**config.mk**
```make
export PLATFORM = sky130hd
export DESIGN_NAME = redundant_record_store_top
export DESIGN_NICKNAME = d
export VERILOG_FILES = /design/src/design/rrs_pkg.sv /design/src/design/redundant_record_store_top.sv /design/src/design/rrs_ram.sv /design/src/design/rrs_ctrl.sv
export SDC_FILE = /design/constraint.sdc
export NUM_CORES = 2
export LEC_CHECK = 0
export ABC_CLOCK_PERIOD_IN_PS = 10000
export BUFFER_PORTS_ARGS = -buffer_cell sky130_fd_sc_hd__buf_2
export CORE_ASPECT_RATIO = 1.1
export CORE_MARGIN = 2
export CORE_UTILIZATION = 30
export DETAILED_ROUTE_END_ITERATION = 10
export PLACE_DENSITY = 0.5
export SKIP_LAST_GASP = 1
export SYNTH_ARGS = -nofsm -noshare
export SYNTH_HDL_FRONTEND = slang
export SYNTH_SLANG_ARGS = --single-unit
```
**constraint.sdc**
```tcl
create_clock -name clk -period 10 [get_ports clk]
set_input_delay 2 -clock clk [delete_from_list [all_inputs] [get_ports clk]]
set_output_delay 2 -clock clk [all_outputs]
set_load 0.01 [all_outputs]
```
**src/design/rrs_pkg.sv**
```systemverilog
`timescale 1ns / 1ps
`default_nettype none
package rrs_pkg;

  localparam int RECORD_BYTES_DEF = 64;
  localparam int COPIES_DEF       = 4;

  localparam int ACTION_W   = 2;
  localparam int INDEX_W    = 6;
  localparam int BYTE_W     = 8;
  localparam int COPY_IDX_W = 3;

  localparam logic [BYTE_W-1:0] ERASED_BYTE = 8'hFF;

  typedef enum logic [ACTION_W-1:0] {
    ACT_STAGE_WR = 2'd0,
    ACT_STAGE_RD = 2'd1,
    ACT_LOAD     = 2'd2,
    ACT_SAVE     = 2'd3
  } action_t;

  typedef struct packed {
    logic [BYTE_W-1:0]     read_byte;
    logic                  found;
    logic [COPY_IDX_W-1:0] copy_index;
  } resp_t;

endpackage
`default_nettype wire

```
**src/design/redundant_record_store_top.sv**
```systemverilog
`timescale 1ns / 1ps
`default_nettype none
// Each result may wait for out_ready. Throughput: one word at a time, single store port.
// Load: scan the copies in order, fetch the first valid one into staging and rewrite
//   copies from it. Save: write copies from staging. Reset: synchronous, active low;
//   an erase sweep fills the store with 0xFF and zeroes staging.
module redundant_record_store_top #(
  parameter  int RECORD_BYTES = rrs_pkg::RECORD_BYTES_DEF,
  parameter  int COPIES       = rrs_pkg::COPIES_DEF,
  localparam int STORE        = COPIES * (RECORD_BYTES + 2),
  localparam int AW           = $clog2(STORE),
  localparam int SAW          = (RECORD_BYTES > 1) ? $clog2(RECORD_BYTES) : 1
) (
  input  wire logic                           clk,
  input  wire logic                           rst_n,
  input  wire logic                           in_valid,
  output logic                                in_ready,
  input  wire logic [rrs_pkg::ACTION_W-1:0]   in_action,
  input  wire logic [rrs_pkg::INDEX_W-1:0]    in_byte_index,
  input  wire logic [rrs_pkg::BYTE_W-1:0]     in_byte_value,
  output logic                                out_valid,
  input  wire logic                           out_ready,
  output logic      [rrs_pkg::BYTE_W-1:0]     out_read_byte,
  output logic                                out_found,
  output logic      [rrs_pkg::COPY_IDX_W-1:0] out_copy_index
);
  import rrs_pkg::*;

  // Sequencer to output register
  logic              resp_valid;
  logic              resp_ready;
  resp_t             resp;

  // Copy store port
  logic              st_we;
  logic [AW-1:0]     st_waddr;
  logic [BYTE_W-1:0] st_wdata;
  logic [AW-1:0]     st_raddr;
  logic [BYTE_W-1:0] st_rdata;

  // Staging record port
  logic              stg_we;
  logic [SAW-1:0]    stg_waddr;
  logic [BYTE_W-1:0] stg_wdata;
  logic [SAW-1:0]    stg_raddr;
  logic [BYTE_W-1:0] stg_rdata;

  logic              out_valid_r;
  resp_t             out_word_r;

  // All copies with their check bytes, back to back
  rrs_ram #(
    .WIDTH (BYTE_W),
    .DEPTH (STORE)
  ) u_store (
    .clk   (clk),
    .we    (st_we),
    .waddr (st_waddr),
    .wdata (st_wdata),
    .raddr (st_raddr),
    .rdata (st_rdata)
  );

  // Working record
  rrs_ram #(
    .WIDTH (BYTE_W),
    .DEPTH (RECORD_BYTES)
  ) u_staging (
    .clk   (clk),
    .we    (stg_we),
    .waddr (stg_waddr),
    .wdata (stg_wdata),
    .raddr (stg_raddr),
    .rdata (stg_rdata)
  );

  rrs_ctrl #(
    .RECORD_BYTES (RECORD_BYTES),
    .COPIES       (COPIES)
  ) u_ctrl (
    .clk           (clk),
    .rst_n         (rst_n),
    .in_valid      (in_valid),
    .in_ready      (in_ready),
    .in_action     (in_action),
    .in_byte_index (in_byte_index),
    .in_byte_value (in_byte_value),
    .resp_valid    (resp_valid),
    .resp_ready    (resp_ready),
    .resp          (resp),
    .st_we         (st_we),
    .st_waddr      (st_waddr),
    .st_wdata      (st_wdata),
    .st_raddr      (st_raddr),
    .st_rdata      (st_rdata),
    .stg_we        (stg_we),
    .stg_waddr     (stg_waddr),
    .stg_wdata     (stg_wdata),
    .stg_raddr     (stg_raddr),
    .stg_rdata     (stg_rdata)
  );

  // Take a new result word whenever the output register is empty or being drained
  assign resp_ready = !out_valid_r || out_ready;

  always_ff @(posedge clk) begin
    if (!rst_n) begin
      out_valid_r <= 1'b0;
    end else begin
      if (resp_valid && resp_ready) begin
        out_valid_r <= 1'b1;
        out_word_r  <= resp;
      end else if (out_ready) begin
        // drop the word once taken
        out_valid_r <= 1'b0;
      end
    end
  end

  assign out_valid      = out_valid_r;
  assign out_read_byte  = out_word_r.read_byte;
  assign out_found      = out_word_r.found;
  assign out_copy_index = out_word_r.copy_index;

endmodule
`default_nettype wire

```
**src/design/rrs_ram.sv**
```systemverilog
`timescale 1ns / 1ps
`default_nettype none
module rrs_ram #(
  parameter  int WIDTH = 8,
  parameter  int DEPTH = 64,
  localparam int AW    = (DEPTH > 1) ? $clog2(DEPTH) : 1
) (
  input  wire logic             clk,
  input  wire logic             we,
  input  wire logic [AW-1:0]    waddr,
  input  wire logic [WIDTH-1:0] wdata,
  input  wire logic [AW-1:0]    raddr,
  output logic      [WIDTH-1:0] rdata
);

  logic [WIDTH-1:0] mem [DEPTH];

  always_ff @(posedge clk) begin
    if (we) begin
      mem[waddr] <= wdata;
    end
    rdata <= mem[raddr];
  end

endmodule
`default_nettype wire

```
**src/design/rrs_ctrl.sv**
```systemverilog
`timescale 1ns / 1ps
`default_nettype none
module rrs_ctrl #(
  parameter  int RECORD_BYTES = rrs_pkg::RECORD_BYTES_DEF,
  parameter  int COPIES       = rrs_pkg::COPIES_DEF,
  localparam int SLOT         = RECORD_BYTES + 2,
  localparam int STORE        = COPIES * SLOT,
  localparam int AW           = $clog2(STORE),
  localparam int SAW          = (RECORD_BYTES > 1) ? $clog2(RECORD_BYTES) : 1
) (
  input  wire logic                         clk,
  input  wire logic                         rst_n,
  input  wire logic                         in_valid,
  output logic                              in_ready,
  input  wire logic [rrs_pkg::ACTION_W-1:0] in_action,
  input  wire logic [rrs_pkg::INDEX_W-1:0]  in_byte_index,
  input  wire logic [rrs_pkg::BYTE_W-1:0]   in_byte_value,
  output logic                              resp_valid,
  input  wire logic                         resp_ready,
  output rrs_pkg::resp_t                    resp,
  output logic                              st_we,
  output logic      [AW-1:0]                st_waddr,
  output logic      [rrs_pkg::BYTE_W-1:0]   st_wdata,
  output logic      [AW-1:0]                st_raddr,
  input  wire logic [rrs_pkg::BYTE_W-1:0]   st_rdata,
  output logic                              stg_we,
  output logic      [SAW-1:0]               stg_waddr,
  output logic      [rrs_pkg::BYTE_W-1:0]   stg_wdata,
  output logic      [SAW-1:0]               stg_raddr,
  input  wire logic [rrs_pkg::BYTE_W-1:0]   stg_rdata
);
  import rrs_pkg::*;

  localparam int PW = $clog2(RECORD_BYTES + 2);
  localparam int KW = $clog2(COPIES + 1);

  typedef enum logic [2:0] {
    S_CLEAR, S_IDLE, S_SREAD, S_SCAN, S_COPY, S_PUT, S_RESP
  } state_t;

  state_t            state_r;
  logic [AW-1:0]     clr_r;
  logic [PW-1:0]     ipos_r;
  logic              iss_r;
  logic [PW-1:0]     ppos_r;
  logic              pv_r;
  logic [AW-1:0]     base_r;
  logic [KW-1:0]     k_r;
  logic [KW-1:0]     lim_r;
  logic [BYTE_W-1:0] ca_r;
  logic [BYTE_W-1:0] cb_r;
  logic              cka_r;
  logic [KW-1:0]     cur_k_r;
  logic              cur_inv_r;
  logic              rd_ok_r;
  resp_t             resp_r;

  logic              accept;
  logic              idx_ok;
  logic [BYTE_W-1:0] d_sel;
  logic [PW-1:0]     ipos_last;
  logic              at_rec_end;
  logic              at_slot_end;
  logic              good;
  logic              clr_in_rec;
  logic [KW+1:0]     save_sum;
  logic [KW+1:0]     hit_sum;
  logic [KW-1:0]     save_lim;
  logic [KW-1:0]     hit_lim;
  action_t           act;

  assign act         = action_t'(in_action);
  assign in_ready    = (state_r == S_IDLE);
  assign accept      = in_valid && in_ready;
  assign idx_ok      = {2'b00, in_byte_index} < 8'(RECORD_BYTES);
  assign resp_valid  = (state_r == S_RESP);
  assign resp        = resp_r;

  assign d_sel       = (state_r == S_PUT) ? stg_rdata : st_rdata;
  assign ipos_last   = (state_r == S_COPY) ? PW'(RECORD_BYTES - 1) : PW'(RECORD_BYTES + 1);
  assign at_rec_end  = pv_r && (ppos_r == PW'(RECORD_BYTES - 1));
  assign at_slot_end = pv_r && (ppos_r == PW'(RECORD_BYTES + 1));
  assign good        = cka_r && (cb_r == st_rdata);
  assign clr_in_rec  = clr_r < AW'(RECORD_BYTES);

  // Repair: leading copies to cursor+2, capped at COPIES; all on an invalid cursor
  assign save_sum = {2'b00, cur_k_r} + (KW + 2)'(2);
  assign hit_sum  = {2'b00, k_r} + (KW + 2)'(2);
  assign save_lim = (cur_inv_r || save_sum > (KW + 2)'(COPIES)) ? KW'(COPIES)
                                                                  : save_sum[KW-1:0];
  assign hit_lim  = (hit_sum > (KW + 2)'(COPIES)) ? KW'(COPIES) : hit_sum[KW-1:0];

  // Store port: erase sweep, or write back staging bytes and check bytes
  always_comb begin
    st_raddr = base_r + AW'(ipos_r);
    st_we    = 1'b0;
    st_waddr = base_r + AW'(ppos_r);
    st_wdata = stg_rdata;
    if (state_r == S_CLEAR) begin
      st_we    = 1'b1;
      st_waddr = clr_r;
      st_wdata = ERASED_BYTE;
    end else if (state_r == S_PUT && pv_r) begin
      st_we = 1'b1;
      if (ppos_r == PW'(RECORD_BYTES)) begin
        st_wdata = ca_r;
      end else if (ppos_r == PW'(RECORD_BYTES + 1)) begin
        st_wdata = cb_r;
      end
    end
  end

  // Staging port: host write, copy from a valid copy, or zero sweep
  always_comb begin
    stg_raddr = (state_r == S_PUT) ? SAW'(ipos_r) : SAW'(in_byte_index);
    stg_we    = 1'b0;
    stg_waddr = SAW'(in_byte_index);
    stg_wdata = in_byte_value;
    if (state_r == S_CLEAR) begin
      stg_we    = clr_in_rec;
      stg_waddr = SAW'(clr_r);
      stg_wdata = '0;
    end else if (state_r == S_COPY) begin
      stg_we    = pv_r;
      stg_waddr = SAW'(ppos_r);
      stg_wdata = st_rdata;
    end else if (accept && act == ACT_STAGE_WR) begin
      stg_we = idx_ok;
    end
  end

  always_ff @(posedge clk) begin
    if (!rst_n) begin
      state_r   <= S_CLEAR;
      clr_r     <= '0;
      iss_r     <= 1'b0;
      pv_r      <= 1'b0;
      cur_k_r   <= '0;
      cur_inv_r <= 1'b0;
    end else begin
      pv_r   <= iss_r;
      ppos_r <= ipos_r;
      if (iss_r) begin
        ipos_r <= ipos_r + PW'(1);
        if (ipos_r == ipos_last) begin
          iss_r <= 1'b0;
        end
      end
      if ((state_r == S_SCAN || state_r == S_PUT) && pv_r &&
          ppos_r < PW'(RECORD_BYTES)) begin
        ca_r <= ca_r + d_sel;
        cb_r <= cb_r + ca_r + d_sel;
      end
      if (state_r == S_SCAN && pv_r && ppos_r == PW'(RECORD_BYTES)) begin
        cka_r <= (ca_r == st_rdata);
      end

      unique case (state_r)
        S_CLEAR: begin
          clr_r <= clr_r + AW'(1);
          if (clr_r == AW'(STORE - 1)) begin
            state_r <= S_IDLE;
          end
        end
        S_IDLE: begin
          if (accept) begin
            resp_r  <= '0;
            base_r  <= '0;
            k_r     <= KW'(1);
            ca_r    <= '0;
            cb_r    <= '0;
            rd_ok_r <= idx_ok;
            unique case (act)
              ACT_STAGE_WR: state_r <= S_RESP;
              ACT_STAGE_RD: state_r <= S_SREAD;
              ACT_LOAD: begin
                ipos_r  <= '0;
                iss_r   <= 1'b1;
                state_r <= S_SCAN;
              end
              ACT_SAVE: begin
                ipos_r  <= '0;
                iss_r   <= 1'b1;
                lim_r   <= save_lim;
                state_r <= S_PUT;
              end
              default: state_r <= S_RESP;
            endcase
          end
        end
        S_SREAD: begin
          resp_r.read_byte <= rd_ok_r ? stg_rdata : '0;
          state_r          <= S_RESP;
        end
        S_SCAN: begin
          if (at_slot_end) begin
            ipos_r <= '0;
            iss_r  <= 1'b1;
            ca_r   <= '0;
            cb_r   <= '0;
            if (good) begin
              cur_k_r           <= k_r;
              cur_inv_r         <= 1'b0;
              resp_r.found      <= 1'b1;
              resp_r.copy_index <= COPY_IDX_W'(k_r);
              lim_r             <= hit_lim;
              state_r           <= S_COPY;
            end else if (k_r == KW'(COPIES)) begin
              cur_inv_r <= 1'b1;
              lim_r     <= KW'(COPIES);
              base_r    <= '0;
              k_r       <= KW'(1);
              state_r   <= S_PUT;
            end else begin
              k_r    <= k_r + KW'(1);
              base_r <= base_r + AW'(SLOT);
            end
          end
        end
        S_COPY: begin
          if (at_rec_end) begin
            if (k_r != KW'(1)) begin
              base_r  <= '0;
              k_r     <= KW'(1);
              ipos_r  <= '0;
              iss_r   <= 1'b1;
              ca_r    <= '0;
              cb_r    <= '0;
              state_r <= S_PUT;
            end else begin
              state_r <= S_RESP;
            end
          end
        end
        S_PUT: begin
          if (at_slot_end) begin
            if (k_r == lim_r) begin
              state_r <= S_RESP;
            end else begin
              k_r    <= k_r + KW'(1);
              base_r <= base_r + AW'(SLOT);
              ipos_r <= '0;
              iss_r  <= 1'b1;
              ca_r   <= '0;
              cb_r   <= '0;
            end
          end
        end
        S_RESP: begin
          if (resp_ready) begin
            state_r <= S_IDLE;
          end
        end
        default: state_r <= S_IDLE;
      endcase
    end
  end

  a_pv_in_walk: assert property (@(posedge clk) disable iff (!rst_n)
    pv_r |-> (state_r == S_SCAN || state_r == S_COPY || state_r == S_PUT))
    else $error("returned data outside a store walk");

  a_found_cursor: assert property (@(posedge clk) disable iff (!rst_n)
    (state_r == S_RESP && resp_r.found) |-> (!cur_inv_r && cur_k_r != '0))
    else $error("found result without a valid cursor");

  a_miss_rewrites_all: assert property (@(posedge clk) disable iff (!rst_n)
    (state_r == S_SCAN && at_slot_end && !good && k_r == KW'(COPIES)) |=>
      (state_r == S_PUT && lim_r == KW'(COPIES) && k_r == KW'(1) && cur_inv_r))
    else $error("scan miss did not start a full rewrite");

  a_store_addr: assert property (@(posedge clk) disable iff (!rst_n)
    st_we |-> (st_waddr <= AW'(STORE - 1)))
    else $error("store write beyond the last copy");

endmodule
`default_nettype wire

```
==> results.yml <==
worst_setup_path:
  setup.worst_path.start_class: "register"
  critical_path_peak_fanout: 30
  timing.critical_path.depth: 9
  slowest_stage_delay_on_critical_path_ns: 1.34
  slowest_stage: "sky130_fd_sc_hd__nor3_1"
  cp_cell_sequence: "buf_4 -> nor2b_2 -> and2_1 -> nand2_1 -> nor2_1 -> nand2_1 -> o21ai_1 -> nand2_1 -> nor3_1"
  arrival_time_at_the_worst_endpoint_ns: 5.82
  critical_path_buf_inv_count: 1
  worst_r2r_path_depth: 9
  worst_ep_required_time_ns: 10.44
  startpoint_to_endpoint_class_of_the_critical_path: "register to register"
  path_delay_family: "simple AND/OR/NAND/NOR gates"
  worst_path_most_repeated_cell: "sky130_fd_sc_hd__nand2_1"
  cp-end-kind: "register"
power:
  combPwrFrac_pct: 4.3
  internal-power_uw: 18800
  clock_share_of_power_pct: 43.6
  finalPower_uw: 24000
  netSwitchingPower_uw: 5210
  sw_frac_of_total_pct: 21.7
  reg_power_share_pct: 52.1
  power.density_cell_area_nw_per_um2: 193
  p_leak_uw: 0.0421
  vdd_drop_max_mv: 0.139
synthesis:
  ys_warn_count: 0
  post_syn_instances: 5720
  synth.top_cell.area_share_pct: 74.3
  async_flop_share_pct: 0
  synth_simple_gate_area_share_pct: 5.45
  syn_area_per_cell_sq_um: 19.0
  yosys.area_share.xor_xnor_pct: 0.571
  mappedNetlistNets: 5787
  multiplexer_area_fraction_after_synthesis_pct: 15.1
  synth.ff_latch_count: 2728
  combinational_family_with_the_most_area_after_synthesis: "multiplexers"
  synthTopCellsByArea: "sky130_fd_sc_hd__edfxtp_1, sky130_fd_sc_hd__mux4_2, sky130_fd_sc_hd__nand2_1"
  synth-edff-count: 2693
  yosysSeqAreaShare_pct: 74.9
  synth_compound_area_share_pct: 1.84
  post_synth_num_cell_types: 69
  yosys.area_share.adder_pct: 0.602
  synth_flop_cell: "sky130_fd_sc_hd__edfxtp_1"
  mappedNetlistArea_sq_um: 109000
  synth_top_cell_by_area: "sky130_fd_sc_hd__edfxtp_1"
timing:
  setup_tns_ns: 0
  grt_setup_unrepaired: "no"
  slew_viol_final: 128
  slew_headroom_pct: -14.0
  finClkSkew_ns: 0.0736
  hold_violations: 0
  min_period_ns: 5.38
  worst_margin_slew_ns: 1.71
  min_period_over_period_pct: 53.8
  holdWs_ns: 0.404
  achievable-frequency_mhz: 186
  timing.final.setup_violations: 0
die:
  pin_count: 34
  die_h_um: 636
  placement_rows: 232
  die_width_um: 578
  floorplan.core_area_sq_um: 362000
  initial_cell_density_of_the_core_pct: 30.1
  die_area_sq_um: 368000
global_route:
  grt_overflow: 0
  antenna_found_initial: 12
  grt_use_total_pct: 15.6
  pin_count_of_the_biggest_net_entering_global_routing: 210
  wire_length_of_the_first_global_routing_pass_um: 419000
  number_of_global_route_vias_before_repair: 56500
drt:
  firstDrtPassIters: 5
  wire_length_per_cell_um: 26.9
  drc: 0
  vias: 55000
  wl_um: 293000
  dr.first_iter.drc_count: 5337
  detail-route-antenna-nets: 0
  vias_cell: 5.05
clock_network:
  ctsHoldBuffers: 0
  clock_buffer_count_from_cts: 293
  number_of_sinks_on_the_clock_net: 2728
  cts.clk_slew.worst_paths_ns: 0.06
  cts_root_buffer: "sky130_fd_sc_hd__clkbuf_16"
  cts_resized: 0
  clockBufferDepth: 4
  cts_htree_levels: 5
  clock_latency_ns: 0.89
  cts_tree: "done"
  post-cts-setup-buffers: 0
placement:
  finalWeightedCongestion: 0.785
  port_buffers: 33
  dp_hpwl_um: 169000
job:
  timing.max_cap.violations: 0
cells_and_area:
  drive_gt1_share_pct: 20.8
  fin_nets: 5946
  synthToLayoutAreaGrowth_pct: 14.1
status:
  status: "finished, violations left"
  violations_in_the_final_reports: "max-slew violations"
min_path:
  worst_min_path_class: "register to register"
  worst_hold_path_cells: 0
## worst register-to-register path, cell delays in order, from the launching register on
cell and delay [ns]:
sky130_fd_sc_hd__dfxtp_1 0.30, sky130_fd_sc_hd__buf_4 0.33, sky130_fd_sc_hd__nor2b_2 0.30, sky130_fd_sc_hd__and2_1 0.82
sky130_fd_sc_hd__nand2_1 0.21, sky130_fd_sc_hd__nor2_1 0.13, sky130_fd_sc_hd__nand2_1 0.06, sky130_fd_sc_hd__o21ai_1 0.44
sky130_fd_sc_hd__nand2_1 1.03, sky130_fd_sc_hd__nor3_1 1.35
## metal layers
| metal | routed length, um | share of wire (%) | track usage, % | vias up |
|---|---|---|---|---|
| met5 | 12 | 0.0041 | 0 | - |
| met4 | 6850 | 2.3 | 4.01 | 2 |
| met3 | 19000 | 6.5 | 2.83 | 381 |
| met2 | 140000 | 48 | 25.2 | 1740 |
| met1 | 127000 | 43 | 21.8 | 29600 |
| li1 | - | - | - | 23300 |
## area by class of cell
cell class              instances  area, sq um
inverters                      56          210
flip-flops and latches       2728        81600
well taps                    4797         6000
multi-input cells            2623        25900
clock buffers                 377         7860
fillers                     33800       238000
clock inverters               134         1200
repair buffers                177         1480
diodes                          2         5.00
## through the flow
step | utilization (%) | instance area [sq um] | setup WS [ns] | std cells
3_5_place_dp | 31.8 | 115000 | 4.46 | 10400
6_report | 34.3 | 124000 | 4.62 | 10900
2_1_floorplan | - | 109000 | 0.0166 | 5720
3_3_place_gp | 31.8 | 115000 | 4.45 | 10400
5_1_grt | 34.3 | 124000 | 4.39 | 10900
4_1_cts | 34.3 | 124000 | 4.64 | 10900
## worst paths after layout
path / startpoint / slack, ns / end
hold reg to reg: u_ctrl.resp[3] / 0.40 / out_found
hold / removal: u_ctrl.resp[3] / 0.40 / out_found
setup / recovery: u_ctrl.state_r[2] / 4.62 / u_store.mem[262][7]
setup reg to reg: u_ctrl.state_r[2] / 4.62 / u_store.mem[262][7]
## cells in the mapped netlist (11+ instances only)
cell and instances:
sky130_fd_sc_hd__edfxtp_1 2693, sky130_fd_sc_hd__mux4_2 665, sky130_fd_sc_hd__nand2_1 649, sky130_fd_sc_hd__nor2_1 398, sky130_fd_sc_hd__nand3_1 177, sky130_fd_sc_hd__mux2i_1 144, sky130_fd_sc_hd__clkbuf_1 140, sky130_fd_sc_hd__buf_2 87
sky130_fd_sc_hd__and3_1 75, sky130_fd_sc_hd__a21oi_1 65, sky130_fd_sc_hd__inv_1 55, sky130_fd_sc_hd__a311oi_1 49, sky130_fd_sc_hd__buf_1 45, sky130_fd_sc_hd__buf_4 41, sky130_fd_sc_hd__a31oi_1 40, sky130_fd_sc_hd__xnor2_1 40
sky130_fd_sc_hd__ha_1 38, sky130_fd_sc_hd__nor3_1 38, sky130_fd_sc_hd__dfxtp_1 35, sky130_fd_sc_hd__o21ai_0 33, sky130_fd_sc_hd__xor2_1 26, sky130_fd_sc_hd__a22oi_1 18, sky130_fd_sc_hd__o211ai_1 14, sky130_fd_sc_hd__nand2b_1 12
sky130_fd_sc_hd__nor2b_1 11
## cells by family (layout without fill, tap and decap cells)
kind of cell,Yosys count,count (layout)
buf+inv,369,744
flops,2728,2728
compound gates,291,291
other cells,0,2
xor+xnor,68,68
fa+ha+maj,47,47
mux,810,810
simple gates,1407,1407
## cells in the final DEF, fill, tap and decap left out, types with 9 or more instances in the layout
cell	count
sky130_fd_sc_hd__edfxtp_1	2693
sky130_fd_sc_hd__mux4_2	665
sky130_fd_sc_hd__nand2_1	641
sky130_fd_sc_hd__nor2_1	397
sky130_fd_sc_hd__clkbuf_16	299
sky130_fd_sc_hd__nand3_1	177
sky130_fd_sc_hd__mux2i_1	140
sky130_fd_sc_hd__buf_4	124
sky130_fd_sc_hd__and3_1	75
sky130_fd_sc_hd__clkbuf_1	70
sky130_fd_sc_hd__a21oi_1	64
sky130_fd_sc_hd__clkinv_1	56
sky130_fd_sc_hd__inv_1	55
sky130_fd_sc_hd__a311oi_1	49
sky130_fd_sc_hd__a31oi_1	40
sky130_fd_sc_hd__ha_1	37
sky130_fd_sc_hd__xnor2_1	36
sky130_fd_sc_hd__clkinv_2	36
sky130_fd_sc_hd__dfxtp_1	35
sky130_fd_sc_hd__o21ai_0	33
sky130_fd_sc_hd__nor3_1	33
sky130_fd_sc_hd__buf_2	33
sky130_fd_sc_hd__xor2_1	24
sky130_fd_sc_hd__buf_12	19
sky130_fd_sc_hd__a22oi_1	18
sky130_fd_sc_hd__bufinv_16	17
sky130_fd_sc_hd__o211ai_1	14
sky130_fd_sc_hd__nand2b_1	12
sky130_fd_sc_hd__nor2b_1	11
sky130_fd_sc_hd__nand4_1	10
sky130_fd_sc_hd__a21o_1	10
sky130_fd_sc_hd__fa_1	9
## flip-flops by register name (all words and copies together) (netlist names), 7 cells and up
| name | cells |
|---|---|
| out_read_byte | 8 |
| u_ctrl.base_r | 8 |
| u_ctrl.ca_r | 8 |
| u_ctrl.cb_r | 8 |
| u_ctrl.clr_r | 9 |
| u_ctrl.ipos_r | 7 |
| u_ctrl.ppos_r | 7 |
| u_ctrl.resp | 12 |
| u_staging.mem | 512 |
| u_staging.rdata | 8 |
| u_store.mem | 2112 |
| u_store.rdata | 8 |
## power by group through the flow
stage	sequential (uW)	combinational (uW)	clock, uW
floorplan	12700	621	0
CTS	12500	1050	10700
finish	12500	1040	10500
global route	12500	1100	11100
detailed placement	12700	1050	0
global placement	12700	1050	0
Power figures use the tool's default switching activity.
